===== src/hdl/dsw_pkg.sv =====
package dsw_pkg;

	localparam int DATA_BITS  = 40;
	localparam int TIMER_BITS = 24;
	localparam int COUNT_BITS = 16;
	localparam int IDX_BITS   = $clog2(DATA_BITS + 1);
	localparam int CFG_IDX_BITS  = 3;
	localparam int CFG_DATA_BITS = 24;
	localparam int WAIT_BITS  = 8;

	localparam logic [CFG_IDX_BITS-1:0] CFG_PRE_RELEASE  = 3'd0;
	localparam logic [CFG_IDX_BITS-1:0] CFG_START_LOW    = 3'd1;
	localparam logic [CFG_IDX_BITS-1:0] CFG_RELEASE      = 3'd2;
	localparam logic [CFG_IDX_BITS-1:0] CFG_MAX_PULSE    = 3'd3;
	localparam logic [CFG_IDX_BITS-1:0] CFG_MIN_INTERVAL = 3'd4;

	localparam logic [TIMER_BITS-1:0] RST_PRE_RELEASE  = TIMER_BITS'(1000);
	localparam logic [TIMER_BITS-1:0] RST_START_LOW    = TIMER_BITS'(19000);
	localparam logic [WAIT_BITS-1:0]  RST_RELEASE      = WAIT_BITS'(55);
	localparam logic [COUNT_BITS-1:0] RST_MAX_PULSE    = COUNT_BITS'(1000);
	localparam logic [TIMER_BITS-1:0] RST_MIN_INTERVAL = TIMER_BITS'(2000000);

	typedef enum logic [2:0] {
		PH_IDLE  = 3'd0,
		PH_PRE   = 3'd1,
		PH_START = 3'd2,
		PH_WAIT  = 3'd3,
		PH_RESP  = 3'd4,
		PH_BITS  = 3'd5
	} phase_t;

	typedef struct packed {
		logic start_read;
		logic force_read;
		logic line_level;
	} req_item_t;

	typedef struct packed {
		logic                 drive_low;
		logic                 busy_res;
		logic                 done_res;
		logic                 read_ok;
		logic                 from_cache;
		logic [DATA_BITS-1:0] data_word;
	} res_item_t;

	typedef struct packed {
		logic [TIMER_BITS-1:0] pre_release_ticks;
		logic [TIMER_BITS-1:0] start_low_ticks;
		logic [WAIT_BITS-1:0]  release_ticks;
		logic [COUNT_BITS-1:0] max_pulse_ticks;
		logic [TIMER_BITS-1:0] min_interval_ticks;
	} cfg_regs_t;

	typedef struct packed {
		phase_t                phase;
		logic [TIMER_BITS-1:0] phase_timer;
		logic [COUNT_BITS-1:0] low_count;
		logic [COUNT_BITS-1:0] high_count;
		logic                  measuring_high;
		logic [IDX_BITS-1:0]   bit_index;
		logic [DATA_BITS-1:0]  shift_data;
		logic [DATA_BITS-1:0]  cached_data;
		logic                  cached_ok;
		logic [TIMER_BITS-1:0] since_last_read;
	} rdr_state_t;

endpackage


===== src/hdl/dsw_step.sv =====
module dsw_step (
	input  dsw_pkg::rdr_state_t cur,
	input  dsw_pkg::cfg_regs_t  cfg,
	input  dsw_pkg::req_item_t  req,
	output dsw_pkg::rdr_state_t nxt,
	output dsw_pkg::res_item_t  res
);
	import dsw_pkg::*;

	localparam logic [TIMER_BITS-1:0] TMR_TOP = {TIMER_BITS{1'b1}};
	localparam logic [COUNT_BITS-1:0] CNT_TOP = {COUNT_BITS{1'b1}};

	logic [TIMER_BITS-1:0] tmr_inc;
	logic [TIMER_BITS-1:0] since_inc;
	logic [COUNT_BITS-1:0] low_inc;
	logic [COUNT_BITS-1:0] high_inc;
	logic [TIMER_BITS-1:0] phase_len;
	logic                  tmr_hit;
	logic [IDX_BITS-1:0]   idx_inc;
	logic [DATA_BITS-1:0]  shift_in;
	logic                  early;
	logic                  started;
	logic                  fail;
	logic                  success;
	logic                  cache_hit;

	assign tmr_inc   = (cur.phase_timer == TMR_TOP) ? cur.phase_timer : cur.phase_timer + 1'b1;
	assign since_inc = (cur.since_last_read == TMR_TOP) ? cur.since_last_read
	                                                    : cur.since_last_read + 1'b1;
	assign low_inc   = (cur.low_count == CNT_TOP) ? cur.low_count : cur.low_count + 1'b1;
	assign high_inc  = (cur.high_count == CNT_TOP) ? cur.high_count : cur.high_count + 1'b1;
	assign idx_inc   = cur.bit_index + 1'b1;
	assign shift_in  = {cur.shift_data[DATA_BITS-2:0], (cur.high_count > cur.low_count)};
	assign early     = !req.force_read && (cur.since_last_read < cfg.min_interval_ticks);

	always_comb begin
		case (cur.phase)
			PH_PRE:   phase_len = cfg.pre_release_ticks;
			PH_START: phase_len = cfg.start_low_ticks;
			default:  phase_len = TIMER_BITS'(cfg.release_ticks);
		endcase
	end
	assign tmr_hit = (tmr_inc >= phase_len);

	// next state
	always_comb begin
		nxt       = cur;
		started   = 1'b0;
		fail      = 1'b0;
		success   = 1'b0;
		cache_hit = 1'b0;
		case (cur.phase)
			PH_IDLE: begin
				if (req.start_read) begin
					if (early) begin
						cache_hit = 1'b1;
					end else begin
						started            = 1'b1;
						nxt.phase          = PH_PRE;
						nxt.phase_timer    = '0;
						nxt.shift_data     = '0;
						nxt.bit_index      = '0;
						nxt.low_count      = '0;
						nxt.high_count     = '0;
						nxt.measuring_high = 1'b0;
					end
				end
			end
			PH_PRE, PH_START, PH_WAIT: begin
				nxt.phase_timer = tmr_hit ? '0 : tmr_inc;
				if (tmr_hit) begin
					case (cur.phase)
						PH_PRE:   nxt.phase = PH_START;
						PH_START: nxt.phase = PH_WAIT;
						default: begin
							nxt.phase          = PH_RESP;
							nxt.low_count      = '0;
							nxt.high_count     = '0;
							nxt.measuring_high = 1'b0;
						end
					endcase
				end
			end
			PH_RESP, PH_BITS: begin
				if (!cur.measuring_high) begin
					if (!req.line_level) begin
						nxt.low_count = low_inc;
						fail = (low_inc >= cfg.max_pulse_ticks);
					end else begin
						nxt.measuring_high = 1'b1;
						nxt.high_count     = COUNT_BITS'(1);
						fail = (COUNT_BITS'(1) >= cfg.max_pulse_ticks);
					end
				end else if (req.line_level) begin
					nxt.high_count = high_inc;
					fail = (high_inc >= cfg.max_pulse_ticks);
				end else begin
					if (cur.phase == PH_BITS) begin
						nxt.shift_data = shift_in;
						nxt.bit_index  = idx_inc;
						success = (idx_inc >= IDX_BITS'(DATA_BITS));
					end else begin
						nxt.phase = PH_BITS;
					end
					if (!success) begin
						nxt.measuring_high = 1'b0;
						nxt.low_count      = COUNT_BITS'(1);
						fail = (COUNT_BITS'(1) >= cfg.max_pulse_ticks);
					end
				end
			end
			default: nxt.phase = PH_IDLE;
		endcase

		if (fail) begin
			nxt.phase       = PH_IDLE;
			nxt.cached_ok   = 1'b0;
			nxt.cached_data = '0;
		end else if (success) begin
			nxt.phase       = PH_IDLE;
			nxt.cached_ok   = 1'b1;
			nxt.cached_data = shift_in;
		end

		nxt.since_last_read = started ? '0 : since_inc;
	end

	// result fields
	always_comb begin
		res            = '0;
		res.drive_low  = (nxt.phase == PH_START);
		res.busy_res   = (nxt.phase != PH_IDLE);
		res.done_res   = cache_hit || fail || success;
		res.from_cache = cache_hit;
		if (cache_hit) begin
			res.read_ok   = cur.cached_ok;
			res.data_word = cur.cached_data;
		end else if (success && !fail) begin
			res.read_ok   = 1'b1;
			res.data_word = shift_in;
		end
	end

endmodule


===== src/hdl/dht_single_wire_reader.sv =====
// Channel | Handshake             | Payload
// req     | req_valid / req_ready | req   (start_read, force_read, line_level)
// res     | res_valid / res_ready | res   (drive_low .. data_word)
// cfg     | cfg_valid / cfg_ready | cfg_index, cfg_data
//
// One request per cycle while req_ready is high: each request is one timing tick,
// and its result is registered on acceptance. The reader state and the result
// register advance together, so req_ready drops only while a result waits.
// Reset clears control state, loads register defaults and saturates the
// interval counter so the first read is never early. cfg is always ready.
module dht_single_wire_reader (
	input  logic                                clk,
	input  logic                                arst_n,
	input  logic                                req_valid,
	output logic                                req_ready,
	input  dsw_pkg::req_item_t                  req,
	output logic                                res_valid,
	input  logic                                res_ready,
	output dsw_pkg::res_item_t                  res,
	input  logic                                cfg_valid,
	output logic                                cfg_ready,
	input  logic [dsw_pkg::CFG_IDX_BITS-1:0]    cfg_index,
	input  logic [dsw_pkg::CFG_DATA_BITS-1:0]   cfg_data
);
	import dsw_pkg::*;

	cfg_regs_t  cfg_q;
	rdr_state_t state_q;
	rdr_state_t state_nxt;
	res_item_t  res_nxt;
	res_item_t  res_q;
	logic       res_valid_q;
	logic       req_take;

	// advance whenever the result slot is empty or being drained this cycle
	assign req_ready = !res_valid_q || res_ready;
	assign req_take  = req_valid && req_ready;
	assign cfg_ready = 1'b1;
	assign res_valid = res_valid_q;
	assign res       = res_q;

	// configuration registers: truncate data to each register's width
	always_ff @(posedge clk or negedge arst_n) begin
		if (!arst_n) begin
			cfg_q.pre_release_ticks  <= RST_PRE_RELEASE;
			cfg_q.start_low_ticks    <= RST_START_LOW;
			cfg_q.release_ticks      <= RST_RELEASE;
			cfg_q.max_pulse_ticks    <= RST_MAX_PULSE;
			cfg_q.min_interval_ticks <= RST_MIN_INTERVAL;
		end else if (cfg_valid && cfg_ready) begin
			case (cfg_index)
				CFG_PRE_RELEASE:  cfg_q.pre_release_ticks  <= cfg_data[TIMER_BITS-1:0];
				CFG_START_LOW:    cfg_q.start_low_ticks    <= cfg_data[TIMER_BITS-1:0];
				CFG_RELEASE:      cfg_q.release_ticks      <= cfg_data[WAIT_BITS-1:0];
				CFG_MAX_PULSE:    cfg_q.max_pulse_ticks    <= cfg_data[COUNT_BITS-1:0];
				CFG_MIN_INTERVAL: cfg_q.min_interval_ticks <= cfg_data[TIMER_BITS-1:0];
				default: ;
			endcase
		end
	end

	dsw_step u_step (
		.cur (state_q),
		.cfg (cfg_q),
		.req (req),
		.nxt (state_nxt),
		.res (res_nxt)
	);

	// reader state: hold unless a tick is accepted
	always_ff @(posedge clk or negedge arst_n) begin
		if (!arst_n) begin
			state_q <= '{phase: PH_IDLE, since_last_read: '1, default: '0};
		end else if (req_take) begin
			state_q <= state_nxt;
		end
	end

	// result register: load on accept, drop valid once taken
	always_ff @(posedge clk or negedge arst_n) begin
		if (!arst_n) begin
			res_valid_q <= 1'b0;
		end else if (req_take) begin
			res_valid_q <= 1'b1;
		end else if (res_ready) begin
			res_valid_q <= 1'b0;
		end
	end

	always_ff @(posedge clk) begin
		if (req_take) begin
			res_q <= res_nxt;
		end
	end

	a_cache_idle: assert property (@(posedge clk) disable iff (!arst_n)
		res_valid_q && res_q.from_cache |-> res_q.done_res && !res_q.busy_res)
		else $error("cached answer given while a read is in progress");

	a_drive_busy: assert property (@(posedge clk) disable iff (!arst_n)
		res_valid_q && res_q.drive_low |-> res_q.busy_res && (state_q.phase == PH_START))
		else $error("line driven low outside the start signal");

	a_ok_done: assert property (@(posedge clk) disable iff (!arst_n)
		res_valid_q && res_q.read_ok |-> res_q.done_res)
		else $error("read_ok without a result");

	a_cache_upd: assert property (@(posedge clk) disable iff (!arst_n)
		res_valid_q && res_q.done_res && !res_q.from_cache
		|-> state_q.cached_ok == res_q.read_ok && state_q.cached_data == res_q.data_word)
		else $error("cache not updated with the finished read");

endmodule

===== config.mk =====
export PLATFORM = sky130hd
export DESIGN_NAME = dht_single_wire_reader
export DESIGN_NICKNAME = d
export VERILOG_FILES = /design/src/hdl/dsw_pkg.sv /design/src/hdl/dsw_step.sv /design/src/hdl/dht_single_wire_reader.sv
export SDC_FILE = /design/constraint.sdc
export NUM_CORES = 1
export LEC_CHECK = 0
export ABC_AREA = 1
export BUFFER_PORTS_ARGS = -buffer_cell sky130_fd_sc_hd__buf_2
export CAP_MARGIN = 10
export CORE_ASPECT_RATIO = 1.25
export CORE_MARGIN = 4
export CORE_UTILIZATION = 55
export DETAILED_ROUTE_END_ITERATION = 10
export GPL_TIMING_DRIVEN = 0
export PLACE_DENSITY = 0.73
export SLEW_MARGIN = 20
export SYNTH_ARGS = -nofsm -noshare
export SYNTH_HDL_FRONTEND = slang
export SYNTH_SLANG_ARGS = --single-unit

===== constraint.sdc =====
create_clock -name clk -period 6.79 [get_ports clk]
set_input_delay 1.358 -clock clk [delete_from_list [all_inputs] [get_ports clk]]
set_output_delay 1.358 -clock clk [all_outputs]
set_load 0.03 [all_outputs]

==> results of run 1 <==
[worst max-delay path by stage]
stage	startpoint	slack (ns)	to	cells after the start
global placement	arst_n	-0.61	state_q[51]$_DFFE_PN0P_	1
finish	state_q[144]$_DFFE_PN0P_	2.71	state_q[140]$_DFFE_PN0P_	22
global route	state_q[144]$_DFFE_PN0P_	2.38	state_q[156]$_DFFE_PN0P_	21
floorplan	res_ready	3.41	state_q[18]$_DFFE_PN1P_	11
CTS	state_q[144]$_DFFE_PN0P_	2.65	state_q[140]$_DFFE_PN0P_	22
detailed placement	state_q[144]$_DFFE_PN0P_	2.64	state_q[140]$_DFFE_PN0P_	22
[sequential cells by signal, summed over array words and instances (netlist names)]
name and flops:
state_q 170, cfg_q 96, res 45, res_valid 1
[power breakdown]
part / internal (mW) / switching [mW]
sequential: 2.15 / 0.164
clock: 1.08 / 0.764
combinational: 0.575 / 1.20
[stage by stage]
stage | cell area [sq um] | setup slack [ns] | setup TNS (ns) | std cells | total power [mW]
final | 19500 | 2.71 | 0 | 2645 | 5.93
after global routing | 19500 | 2.38 | 0 | 2645 | 6.30
after CTS | 19500 | 2.65 | 0 | 2645 | 5.96
after detailed placement | 18400 | 2.64 | 0 | 2587 | 4.10
after global placement | 18300 | -0.608 | -123.84 | 2585 | 4.03
after floorplan | 17400 | 3.41 | 0 | 2097 | 3.57
[metal layers]
| layer | global-route usage (%) | share of wire, % | vias up |
|---|---|---|---|
| li1 | - | - | 7071 |
| met1 | 32.7 | 43 | 6817 |
| met2 | 43.3 | 49 | 383 |
| met3 | 2.90 | 5.0 | 80 |
| met4 | 8.27 | 2.7 | 2 |
| met5 | 0 | 0.030 | - |
[worst max-delay path, delay by kind of cell, from the launching register on]
| family | cells | cell delay, ns |
|---|---|---|
| adders and majority gates | 2 | 0.47 |
| and+or+nand+nor | 14 | 2.09 |
| AOI/OAI and AO/OA | 2 | 0.48 |
| buffers and inverters | 4 | 0.49 |
| DFF | 1 | 0.41 |
[cells in the mapped netlist (5+ instances only)]
library cell / count / area share, %
edfxtp_1: 45 / 7.8
inv_1: 264 / 5.7
nand2_2: 22 / 0.79
o22ai_1: 10 / 0.36
ha_1: 101 / 7.3
o21ai_0: 163 / 4.7
nor2_1: 114 / 2.5
nor2_4: 8 / 0.52
dfrtp_1: 213 / 31
inv_2: 18 / 0.39
nor3_1: 25 / 0.72
clkbuf_1: 36 / 0.78
xnor2_1: 5 / 0.25
dfstp_2: 54 / 8.2
a22o_1: 63 / 3.2
nand3_1: 70 / 2.0
buf_2: 12 / 0.35
o21ai_1: 48 / 1.4
nor4_1: 14 / 0.50
a21o_1: 5 / 0.22
a21oi_1: 63 / 1.8
xor2_1: 37 / 1.9
buf_6: 11 / 0.71
nand2_1: 597 / 13
buf_4: 12 / 0.52
nand4_1: 24 / 0.86
nor2_2: 11 / 0.40
[logic make-up after synthesis]
kind of cell	count (synthesis)	share of synthesized area, %
buffers and inverters	354	8.46
and+or+nand+nor	914	22.8
other	1	0.0216
xor gates and xnor gates	43	2.21
AOI/OAI and AO/OA	372	12.6
DFF	312	46.6
adders and majority gates	101	7.27
[layout make-up]
type                    instances  area, sq um
fillers                      2652        11600
flip-flops and latches        312         8100
multi-input cells            1431         7810
inverters                     283         1060
clock buffers                  34          797
well taps                     407          509
repair buffers                 83          470
plain buffers                  71          412
clock inverters                24          294
==> metrics.txt, run 1 <==
per-cell routed wire length 16.3 um; H-tree levels 1; Max clock buf depth 3; highest-delay cell along the critical path dfrtp_1; ANT cells 0; share of async-settable or async-resettable flops after synthesis 85.6%; Synth Flop Type dfrtp_1; sequential element share of the synthesized area a little under half; vias post-DR 14400; Leakage roughly 9.7 nW; initial antenna violation count 1; syn_nets 2233; worst r2r path cells 22; IO Pins 83; Synth Warn # 0; worst hold endpoint state_q[61]$_DFFE_PN0P_; largest net degree at the start of global routing 93; final setup violating endpoints 0; min-delay src state_q[61]$_DFFE_PN0P_; most frequent cells in the layout nand2_1, inv_1, dfrtp_1; CTS Sinks between 300 and 400; Worst-path clk slew about 0.070 ns; IO buf count 81; most frequent CP cell nand2_1; total CTS buffers 31; Overflow after GRT 0; CTS tree yes; Iteration-0 DRC Markers roughly 1000; Final nets 2349; worst setup path class register to register; Area Growth Syn to Fin 11.9%; Hold Slack 0.473 ns; PostCTS Resize Cnt 0; Slew headroom 50.2%; fin util 62.6%; Critical Path End Type register; worst skew pair latency 0.59 ns; min cycle time layout 4.08 ns; Post-Synthesis Cells ~2100; fmax 0.245 GHz; core box area 31100 sq um; # DRC 0; critical path arrival 4.53 ns; Hold Path Cell Cnt 2; worst reg2reg setup slack between 2 and 3 ns; outcome completed; postcts setup bufs 0; number of enable flip-flop cells after synthesis 45; post-DP HPWL 31500 um; vias in the first global route 14000; routed vias/inst 5.43; Detail Route Antenna Nets 0; Pre-Repair DR Iteration Count 5; Die Ht 207 um; RSZ-0062 raised after global routing false; library cells used by synthesis 51; pwr/cell area a little over 300 nW/um^2; full die area 34500 sq um; commonest non-fill, non-tap cell in the layout nand2_1; Critical Path RT 7.24 ns; fin crit share 60.1%; Max Slew Vio Count 0; quantity of hold-fixing buffers added after cts 0; Hold WC Path Type register to register; total length of routed wires between 40000 and 50000 um; total of max-cap violations 0; Die W 167 um; crit-path cells ha_1, nand2_1, nor2_2, nand2_2, nor2_2, nand3_1, nor2_2, inv_2, buf_6, nand2_1, ha_1, nand2_1, nor2_1, nand4_1, inv_1, a21oi_1, nand4_2, nand4_2, nor2_4, buf_6, nand2_1, o21ai_0; Synth Register Bits 312; row cnt between 70 and 80; Initial Utilization between 50% and 60%; RePlAce Congestion 0.929; Crit Path Max Fanout 10; Worst Max-Slew Pin Slew 0.747 ns; synthesized area 17400 sq um; Max rail drop VDD 0.000206 V; worst r2r src state_q[144]$_DFFE_PN0P_; share of layout cells above drive strength 1 14.2%; r2r endpoint state_q[140]$_DFFE_PN0P_; Slowest Stage Delay on Critical Path 0.41 ns; first-pass GRT wire length 70700 um; Final Hold Viols 0; Layout Skew 0.0212 ns; Worst Setup Start Kind register; CTS root buffer clkbuf_16; post-synthesis average cell area a little over 8 sq um; Total GRT Usage 24.9%
Power figures use the tool's default switching activity.
==> run 2, diff against run 1 <==
ABC_AREA = 0   (was 1)
clock period = 4.1 ns   (was 6.79 ns; I/O delays follow)
==> run 2 against run 1 <==
The run now ends with setup timing left. Cell count fell by 18%. Setup slack worse by 2.9 ns. Register-to-register slack got worse by 2.9 ns. Core utilization rose by 4.4 points. Sequential share of layout area shrank 0.30 points. Via count decreased by 9.9%. Global-route usage increased by 0.24 points. Highest routed layer unchanged.
==> metrics.txt, run 2 <==
outcome finished, violations left (was completed); failing checks setup timing; Placement Setup Slack -1.14 ns (was 2.64 ns); vias in the first global route 12700 (was 14000); CTS root buffer clkbuf_16 (unchanged); sequential element share of the synthesized area 49.3% (was 46.6%); CTS Sinks 312 (unchanged); Area Growth Syn to Fin 19.6% (was 11.9%); placed cell count 2043 (was 2587); top-count cell post-synth dfrtp_1 (was nand2_1); Pre-Repair DR Iteration Count 6 (was 5); H-tree levels 2 (was 1); final worst slack -0.151 ns (was 2.71 ns); final setup violating endpoints 31 (was 0); Layout Skew 0.0194 ns (was 0.0212 ns); Synth top area share 32.5% (was 30.7%); synth cell count leaders dfrtp_1, nand2_1, ha_1 (was nand2_1, inv_1, dfrtp_1); Die W 163 um (was 167 um); total length of routed wires 42600 um (was 43000 um); Worst Max-Slew Pin Slew 1.08 ns (was 0.747 ns); Die Ht 201 um (was 207 um); total CTS buffers 34 (was 31); core box area 29300 sq um (was 31100 sq um); total of max-cap violations 0 (unchanged); RSZ-0062 raised after global routing true (was false); max FFs per register 170 (unchanged); Total GRT Usage 25.1% (was 24.9%); IO buf count 80 (was 81); Hold WC Path Type input pin to asynchronous set/reset pin (was register to register); Top reg by flops state_q (unchanged); Area contributors post-synth dfrtp_1, dfstp_2, edfxtp_1 (was dfrtp_1, nand2_1, dfstp_2); Synth area leader dfrtp_1 (unchanged); Overflow after GRT 0 (unchanged); fillers 2202 (was 2652); ANT cells 0 (unchanged); Worst Setup Start Kind register (unchanged); quantity of hold-fixing buffers added after cts 0 (unchanged); per-cell routed wire length 19.7 um (was 16.3 um); Synth Register Bits 312 (unchanged); synthesized area 16400 sq um (was 17400 sq um); setup TNS -1.65 ns (was 0 ns); Final Non-Filler Cells 2164 (was 2645); Detail Route Antenna Nets 0 (unchanged); library cells used by synthesis 79 (was 51); crit-path cells and4_4, and4_4, nand2_1, and3_1, clkbuf_1, nand2_1, xnor2_1, ha_1, o21ai_0, nor2_1, a2111o_1, a221oi_4, buf_12, buf_4, nand4b_4, buf_8, o41ai_1 (was ha_1, nand2_1, nor2_2, nand2_2, nor2_2, nand3_1, nor2_2, inv_2, buf_6, nand2_1, ha_1, nand2_1, nor2_1, nand4_1, inv_1, a21oi_1, nand4_2, nand4_2, nor2_4, buf_6, nand2_1, o21ai_0); Leakage 8.78 nW (was 9.67 nW); row cnt 70 (was 72); Critical Path RT 4.49 ns (was 7.24 ns); Post-Synthesis Cells 1564 (was 2097); Max rail drop VDD 0.000397 V (was 0.000206 V); worst skew pair latency 0.53 ns (was 0.59 ns); Max clock buf depth 3 (unchanged); critical path arrival 4.64 ns (was 4.53 ns); Synth Warn # 0 (unchanged); number of enable flip-flop cells after synthesis 45 (unchanged); # DRC 0 (unchanged); share of layout cells above drive strength 1 26.5% (was 14.2%); post-DP HPWL 28900 um (was 31500 um); most frequent cells in the layout dfrtp_1, nand2_1, a22o_1 (was nand2_1, inv_1, dfrtp_1); Synth Flop Type dfrtp_1 (unchanged); highest-delay cell along the critical path dfrtp_2 (was dfrtp_1); fmax 0.235 GHz (was 0.245 GHz); Slew headroom 28.0% (was 50.2%); first-pass GRT wire length 66700 um (was 70700 um); Iteration-0 DRC Markers 1019 (was 1044); IO Pins 83 (unchanged); Initial Utilization 56.0% (was 55.9%); Max Slew Vio Count 0 (unchanged); Final Hold Viols 0 (unchanged); syn_nets 1700 (was 2233); RePlAce Congestion 0.901 (was 0.929); worst setup path class register to register (unchanged); Crit Path Max Fanout 6 (was 10); Final nets 1879 (was 2349); initial antenna violation count 1 (unchanged); full die area 32700 sq um (was 34500 sq um); Critical Path End Type register (unchanged); vias post-DR 12900 (was 14400); routed vias/inst 5.98 (was 5.43); post-synthesis average cell area 10.5 sq um (was 8.29 sq um); share of async-settable or async-resettable flops after synthesis 85.6% (unchanged); largest net degree at the start of global routing 100 (was 93); fin crit share 104% (was 60.1%); pwr/cell area 495 nW/um^2 (was 305 nW/um^2); Worst-path clk slew 0.06 ns (was 0.07 ns); min cycle time layout 4.25 ns (was 4.08 ns); CTS tree yes (unchanged); commonest non-fill, non-tap cell in the layout dfrtp_1 (was nand2_1); Slowest Stage Delay on Critical Path 0.44 ns (was 0.41 ns)
==> run 2: kinds of logic after synthesis <==
| kind of cell | synth area share (%) |
|---|---|
| simple gates | 13.5 |
| compound gates | 16.7 |
| flops | 49.3 |
| buf+inv | 3.88 |
| fa+ha+maj | 7.70 |
| mux | 5.41 |
| xor+xnor | 3.47 |
| other cells | 0.0228 |
==> run 2: final cells by class <==
class                   instances  area [sq um]  area share [%]
repair buffers                152          1140            5.82
clock inverters                11           133           0.675
clock buffers                  50           992            5.05
flip-flops and latches        312          8120            41.3
plain buffers                  71           408            2.08
multi-input cells            1102          8080            41.1
well taps                     396           495            2.52
inverters                      70           270            1.38
==> run 2: worst max-delay path, delay by kind of cell, from the launching register on <==
| family | cells | cell delay (ns) |
|---|---|---|
| buf+inv | 4 | 0.73 |
| xor+xnor | 1 | 0.25 |
| compound gates | 4 | 1.23 |
| fa+ha+maj | 1 | 0.30 |
| flops | 1 | 0.44 |
| simple gates | 7 | 1.12 |
==> run 2: through the flow <==
stage          hold slack [ns]  total power [mW]  util [%]  area (sq um)
5_1_grt                  0.314              10.2      67.0         19600
3_3_place_gp             0.467              6.14      59.0         17300
6_report                 0.258              9.73      67.0         19600
3_5_place_dp             0.470              6.27      59.4         17400
2_1_floorplan            0.451              5.51         -         16400
4_1_cts                  0.283              9.58      65.1         19100
==> run 2: metal layers <==
layer	global-route usage [%]	share of wire (%)	vias to the layer above
met5	0	0.042	-
met4	9.26	3.8	2
met3	3.26	4.0	94
met2	43.0	50	367
met1	32.7	42	6454
li1	-	-	6020
==> run 2: repair_timing <==
| action | CTS | global route |
|---|---|---|
| endpoints found under the setup margin | 104 | 100 |
| pin swaps | 19 | 33 |
| cloned | 2 | 6 |
| buffers inserted | 32 | 30 |
| resized for setup | 75 | 68 |
==> run 2: where the power goes <==
group / switching (mW) / leakage [nW] / internal, mW / total, mW
combinational: 1.60 / 4.42 / 1.15 / 2.75
sequential: 0.294 / 3.81 / 3.58 / 3.87
clock: 1.24 / 0.549 / 1.87 / 3.11
==> run 2: path summary, 6_finish.rpt <==
| kind | start | to | slack (ns) | depth (start not counted) |
|---|---|---|---|---|
| worst max register to register | state_q[150]$_DFFE_PN0P_ | state_q[150]$_DFFE_PN0P_ | -0.15 | 17 |
| max in group asynchronous | arst_n | state_q[112]$_DFFE_PN0P_ | 2.45 | 3 |
| worst min-delay path | arst_n | state_q[163]$_DFFE_PN0P_ | 0.26 | 1 |
| worst max-delay path | state_q[150]$_DFFE_PN0P_ | state_q[150]$_DFFE_PN0P_ | -0.15 | 17 |
| min in group clk | state_q[24]$_DFFE_PN0P_ | state_q[24]$_DFFE_PN0P_ | 0.49 | 1 |
| worst min register to register | state_q[24]$_DFFE_PN0P_ | state_q[24]$_DFFE_PN0P_ | 0.49 | 1 |
